==> src/chip8_instruction_execute_macros.svh <==
// assertion macros for the chip8 execute unit
`ifndef CHIP8_INSTRUCTION_EXECUTE_MACROS_SVH
`define CHIP8_INSTRUCTION_EXECUTE_MACROS_SVH
// concurrent assertion under clock and reset
`define C8_ASSERT(label, prop, msg) \
    label: assert property (@(posedge clk) disable iff (!rst_n) prop) else $error(msg);
// implication whose consequent is checked in the next cycle
`define C8_ASSERT_NEXT(label, ante, cons, msg) \
    label: assert property (@(posedge clk) disable iff (!rst_n) (ante) |=> (cons)) else $error(msg);
`endif

==> src/c8ex_pkg.sv <==
// shared types, constants and tables for the chip8 execute unit
`timescale 1ns / 1ps
`default_nettype none
package c8ex_pkg;
    localparam int MEMORY_BYTES_DEF  = 4096;
    localparam int PROGRAM_START_DEF = 512;
    localparam int STACK_DEPTH_DEF   = 16;
    localparam int GLYPH_HEIGHT      = 5;
    localparam int FONT_BYTES        = 80;
    localparam int ADDR_W            = 12;

    localparam logic [1:0] DISP_NONE  = 2'd0;
    localparam logic [1:0] DISP_CLEAR = 2'd1;
    localparam logic [1:0] DISP_DRAW  = 2'd2;
    localparam logic [1:0] FAULT_NONE = 2'd0;
    localparam logic [1:0] FAULT_FULL = 2'd1;
    localparam logic [1:0] FAULT_EMPTY = 2'd2;

    typedef enum logic [3:0] {
        ST_INIT,
        ST_IDLE,
        ST_DECODE,
        ST_MEMRD,
        ST_MEMWAIT,
        ST_LOADREG,
        ST_STORE,
        ST_BCD,
        ST_POP,
        ST_POPWAIT,
        ST_DONE
    } state_t;

    // command from controller to datapath
    typedef struct packed {
        logic              capture;
        logic              init_wr;
        logic [ADDR_W-1:0] init_addr;
        logic              exec;
        logic              load_wr;
        logic              mem_rd;
        logic              load_reg;
        logic              store_wr;
        logic              bcd_wr;
        logic              pop;
        logic              publish;
        logic [3:0]        step;
    } ctrl_t;

    // status from datapath to controller
    typedef struct packed {
        logic       action;
        logic       is_ld;
        logic       is_st;
        logic       is_bcd;
        logic       is_ret;
        logic [3:0] x;
    } stat_t;

    function automatic logic [7:0] font_byte(input logic [ADDR_W-1:0] a);
        logic [7:0] f [0:79];
        f = '{8'hF0,8'h90,8'h90,8'h90,8'hF0,8'h20,8'h60,8'h20,8'h20,8'h70,
              8'hF0,8'h10,8'hF0,8'h80,8'hF0,8'hF0,8'h10,8'hF0,8'h10,8'hF0,
              8'h90,8'h90,8'hF0,8'h10,8'h10,8'hF0,8'h80,8'hF0,8'h10,8'hF0,
              8'hF0,8'h80,8'hF0,8'h90,8'hF0,8'hF0,8'h10,8'h20,8'h40,8'h40,
              8'hF0,8'h90,8'hF0,8'h90,8'hF0,8'hF0,8'h90,8'hF0,8'h10,8'hF0,
              8'hF0,8'h90,8'hF0,8'h90,8'h90,8'hE0,8'h90,8'hE0,8'h90,8'hE0,
              8'hF0,8'h80,8'h80,8'h80,8'hF0,8'hE0,8'h90,8'h90,8'h90,8'hE0,
              8'hF0,8'h80,8'hF0,8'h80,8'hF0,8'hF0,8'h80,8'hF0,8'h80,8'h80};
        if (a < ADDR_W'(FONT_BYTES))
            font_byte = f[a[6:0]];
        else
            font_byte = 8'h00;
    endfunction
endpackage
`default_nettype wire

==> src/c8ex_ctrl.sv <==
// controller state machine of the chip8 execute unit
`timescale 1ns / 1ps
`default_nettype none
`include "chip8_instruction_execute_macros.svh"
module c8ex_ctrl #(
    parameter int MEMORY_BYTES = c8ex_pkg::MEMORY_BYTES_DEF
) (
    input  wire logic           clk,
    input  wire logic           rst_n,
    input  wire logic           in_valid,
    output logic                in_stall,
    output logic                out_valid,
    input  wire logic           out_stall,
    input  wire c8ex_pkg::stat_t st,
    output c8ex_pkg::ctrl_t     ctl
);
    import c8ex_pkg::*;

    state_t            state_reg, state_next;
    logic [ADDR_W-1:0] init_reg, init_next;
    logic [3:0]        step_reg, step_next;
    logic              ov_reg, ov_next;

    always_ff @(posedge clk or negedge rst_n)
    begin
        if (!rst_n)
        begin
            state_reg <= ST_INIT;
            init_reg  <= '0;
            step_reg  <= '0;
            ov_reg    <= 1'b0;
        end
        else
        begin
            state_reg <= state_next;
            init_reg  <= init_next;
            step_reg  <= step_next;
            ov_reg    <= ov_next;
        end
    end

    always_comb
    begin
        state_next = state_reg;
        init_next  = init_reg;
        step_next  = step_reg;
        ov_next    = ov_reg;
        if (ov_reg && !out_stall)
            ov_next = 1'b0;
        case (state_reg)
            ST_INIT:
            begin
                init_next = init_reg + ADDR_W'(1);
                if (init_reg == ADDR_W'(MEMORY_BYTES - 1))
                    state_next = ST_IDLE;
            end
            ST_IDLE:
                if (in_valid)
                    state_next = ST_DECODE;
            ST_DECODE:
            begin
                step_next = '0;
                if (!st.action)
                    state_next = ST_DONE;
                else if (st.is_ld)
                    state_next = ST_MEMRD;
                else if (st.is_st)
                    state_next = ST_STORE;
                else if (st.is_bcd)
                    state_next = ST_BCD;
                else if (st.is_ret)
                    state_next = ST_POP;
                else
                    state_next = ST_DONE;
            end
            ST_MEMRD:
                state_next = ST_MEMWAIT;
            ST_MEMWAIT:
                state_next = ST_LOADREG;
            ST_LOADREG:
            begin
                step_next = step_reg + 4'd1;
                state_next = (step_reg == st.x) ? ST_DONE : ST_MEMRD;
            end
            ST_STORE:
            begin
                step_next = step_reg + 4'd1;
                if (step_reg == st.x)
                    state_next = ST_DONE;
            end
            ST_BCD:
            begin
                step_next = step_reg + 4'd1;
                if (step_reg == 4'd2)
                    state_next = ST_DONE;
            end
            ST_POP:
                state_next = ST_POPWAIT;
            ST_POPWAIT:
                state_next = ST_DONE;
            ST_DONE:
                if (!ov_reg || !out_stall)
                begin
                    ov_next = 1'b1;
                    state_next = ST_IDLE;
                end
            default:
                state_next = ST_IDLE;
        endcase
    end

    always_comb
    begin
        ctl = '0;
        ctl.step = step_reg;
        ctl.init_addr = init_reg;
        case (state_reg)
            ST_INIT:    ctl.init_wr = 1'b1;
            ST_IDLE:    ctl.capture = in_valid;
            ST_DECODE:
            begin
                ctl.exec    = st.action && !st.is_ld && !st.is_st && !st.is_bcd;
                ctl.load_wr = !st.action;
            end
            ST_MEMRD:   ctl.mem_rd = 1'b1;
            ST_LOADREG: ctl.load_reg = 1'b1;
            ST_STORE:   ctl.store_wr = 1'b1;
            ST_BCD:     ctl.bcd_wr = 1'b1;
            ST_POP:     ctl.pop = 1'b1;
            ST_DONE:    ctl.publish = !ov_reg || !out_stall;
            default:    ;
        endcase
    end

    assign in_stall  = state_reg != ST_IDLE;
    assign out_valid = ov_reg;

    `C8_ASSERT_NEXT(a_one_beat, state_reg == ST_DONE, out_valid,
        "result not presented after done")
    `C8_ASSERT(a_no_accept_busy, (state_reg != ST_IDLE) |-> in_stall,
        "input accepted while busy")
    `C8_ASSERT_NEXT(a_bcd_len, state_reg == ST_BCD && step_reg == 4'd2,
        state_reg == ST_DONE, "bcd ran past three bytes")
endmodule
`default_nettype wire

==> config.mk <==
export PLATFORM = sky130hd
export DESIGN_NAME = c8ex_ctrl
export DESIGN_NICKNAME = d
export VERILOG_FILES = /design/src/c8ex_pkg.sv /design/src/c8ex_ctrl.sv
export VERILOG_INCLUDE_DIRS = /design/src /design/src/src
export SDC_FILE = /design/constraint.sdc
export NUM_CORES = 1
export LEC_CHECK = 0
export ABC_CLOCK_PERIOD_IN_PS = 4800
export BUFFER_PORTS_ARGS = -buffer_cell sky130_fd_sc_hd__buf_2
export CORE_MARGIN = 2
export CORE_UTILIZATION = 55
export DETAILED_ROUTE_END_ITERATION = 6
export PLACE_DENSITY_LB_ADDON = 0.12
export SYNTH_ARGS = -nofsm -noshare
export SYNTH_HDL_FRONTEND = slang
export SYNTH_SLANG_ARGS = --single-unit
export TNS_END_PERCENT = 1
==> constraint.sdc <==
create_clock -name clk -period 4.8 [get_ports clk]
set_clock_uncertainty 0.05 [all_clocks]
set_input_delay 0.72 -clock clk [delete_from_list [all_inputs] [get_ports clk]]
set_output_delay 0.72 -clock clk [all_outputs]
set_load 0.03 [all_outputs]
==> run summary <==
DR vias -> 1290
final setup TNS -> 0 ps
Post-synth ARST share -> 100.0%
number of synthesized flops with an enable pin -> 0
Seq/Total Area, Yosys -> 38.64%
1st-iter DRT viols -> 23
PostCTS Resize Cnt -> 0
synthesized flop and latch total -> 21
crit-path max FO -> 17
fin. max-slew vios -> 0
CP delay by family, top -> simple AND/OR/NAND/NOR gates
leading post-synthesis cells by cell area -> dfrtp_1 39%, xnor2_1 7.7%, nand2b_1 4.6%
vias in the first global route -> 1141
clk_lat worst skew -> 290 ps
reg2reg start -> state_reg[0]
crit path launch -> state_reg[0]
Post-Syn Area per Cell -> 8.718 um^2
CP Launch Type -> register
syn_nets -> 172
ys flop type -> dfrtp_1
Worst EP arrival -> 1990 ps
Synth Cell Area -> 0.001360 mm^2
status -> finished clean
cell accounting for the most synthesized area -> dfrtp_1
DRT Wirelength -> 3.130 mm
deepest clock path buffer count -> 2
non-filler cells in the finished layout -> 223
hold_buf cts -> 0
Critical Path, Cell by Cell -> or4_1 -> inv_1 -> buf_2
std cell rows -> 18
core area -> 0.002410 mm^2
WP data required -> 4030 ps
Mapped Cells -> 156
Nets -> 210
dpl cells -> 219
Static Leak -> 0.7715 nW
largest net degree at the start of global routing -> 22
CTS tree -> yes
CP endpoint kind -> output pin
Bufs and invs on worst path -> 2
input/output buffers -> 40
Highest Clock Rate -> 362.6 MHz
number of CTS-inserted buffers -> 3
global-route wire length before repair -> 4.878 mm
Hold Vio Cnt, Final -> 0
Syn-to-layout area delta -> 17.48%
via/cell ratio -> 5.785
Horiz. Die Dim -> 53.73 um
ANT nets after route -> 0
clk root buf -> clkbuf_4
worst slew pin tran -> 535.7 ps
Cell Pwr Density -> 544.9 mW/mm^2
Die Span Y -> 53.73 um
Sink Count -> 21
Tmin final -> 2758 ps
yosys synthesis warning count -> 0
first drt pass iteration count -> 4
CP max stage cell -> or4_1
# IOs -> 41
Total GRT Usage -> 22.45%
n_diodes -> 0
peak supply drop -> 0.4738 mV
max FFs per register -> 12
kind of critical path -> reg -> out
Largest stage delay, worst path -> 740 ps
most frequent cells after synthesis -> 21 x dfrtp_1, 12 x nand2_1, 12 x nor2_1, 12 x xnor2_1, 10 x nand2b_1
Max-Cap Viols -> 0
DR WL/cell -> 14.04 um
synth unique cells -> 45
initial cell density of the core -> 56.44%
storage element area -> 525.5 um^2
RSZ-0062 raised after global routing -> false
top cell type's share of synthesized area -> 38.64%
GRT Residual Overflow -> 0
RePlAce Congestion -> 0.8810
share of cells above drive strength 1 -> 25.91%
die area -> 0.002886 mm^2
filler instances -> 226
hold crit path type -> in -> async
multi-input logic area -> 784.5 um^2
H-tree level count -> 1
post-route DRC violation count -> 0
post-DP HPWL -> 2.375 mm
Tcrit/Tclk final -> 57.46%
initial antenna violation count -> 0
Relative slew margins -> 64.29%
# Post-CTS Setup Buffers -> 0
CTS clk-pin slew, worst paths -> 110 ps
most frequent cell after synthesis -> dfrtp_1
Setup-failing EPs final -> 0
## worst paths after layout
check / to / slack (ps) / cells past startpoint
max: ctl[24] / 2040 / 3
min: init_reg[6] / 310 / 1
max reg2reg: init_reg[11] / 2630 / 4
min reg2reg: init_reg[11] / 450 / 1
max in group asynchronous: init_reg[3] / 4080 / 1
min in group clk: init_reg[11] / 450 / 1
## power breakdown
group | switching (mW) | internal, mW
clock network | 0.0499 | 0.0310
registers | 0.104 | 0.225
logic | 0.288 | 0.173
## worst register-to-register path: stages, from the launching register on
cell	delay [ps]
dfrtp_1	570
or4_1	740
or3_4	480
nor2_2	130
xor2_1	150
## cells in the final DEF (no fill, tap or decap), types with 2 or more instances in the layout
master	instances
buf_2	40
dfrtp_1	21
nor2_1	12
nand2_1	12
xnor2_1	12
nand2b_1	10
nor3_1	8
o21ai_0	7
inv_1	6
nand3_1	6
a21oi_1	5
nand4_1	5
xor2_1	3
nor2b_1	3
ha_1	3
clkbuf_4	3
nor4_1	2
or3_1	2
a22oi_1	2
a32oi_1	2
a211oi_1	2
o32ai_1	2
nor2_2	2
## metrics by stage
step / hold WS (ps) / setup slack [ps] / utilization, % / power [mW] / area (um^2)
floorplan: 374.4 / 1976 / - / 0.6661 / 1360
global placement: 430.5 / 2374 / 65.16 / 0.7733 / 1570
detailed placement: 430.2 / 2311 / 65.16 / 0.7919 / 1570
CTS: 311.3 / 2047 / 66.30 / 0.8727 / 1598
global route: 337.5 / 1962 / 66.30 / 0.9373 / 1598
finish: 307.9 / 2042 / 66.30 / 0.8706 / 1598
## area by class of cell
| type | count | share of cell area [%] |
|---|---|---|
| Clock buffer | 3 | 1.410 |
| Timing Repair Buffer | 40 | 12.53 |
| Clock inverter | 1 | 0.3132 |
| Tap cell | 30 | 2.349 |
| Multi-Input combinational cell | 122 | 49.10 |
| Sequential cell | 21 | 32.89 |
| Inverter | 6 | 1.410 |
## routing by layer
metal | vias up | routed length (um) | global-route usage, %
met4 | 0 | 13 | 6.838
li1 | 637 | - | -
met1 | 614 | 1394 | 30.55
met2 | 37 | 1540 | 37.60
met3 | 2 | 182 | 2.222
met5 | - | 0 | 0
## cell families after synthesis
group	count (synthesis)	synth area share (%)
xor+xnor	15	9.660
buf+inv	13	3.679
simple gates	71	28.34
flops	21	38.64
fa+ha+maj	3	2.760
compound gates	33	16.93
Note: power is estimated with default switching activity, not from simulation.
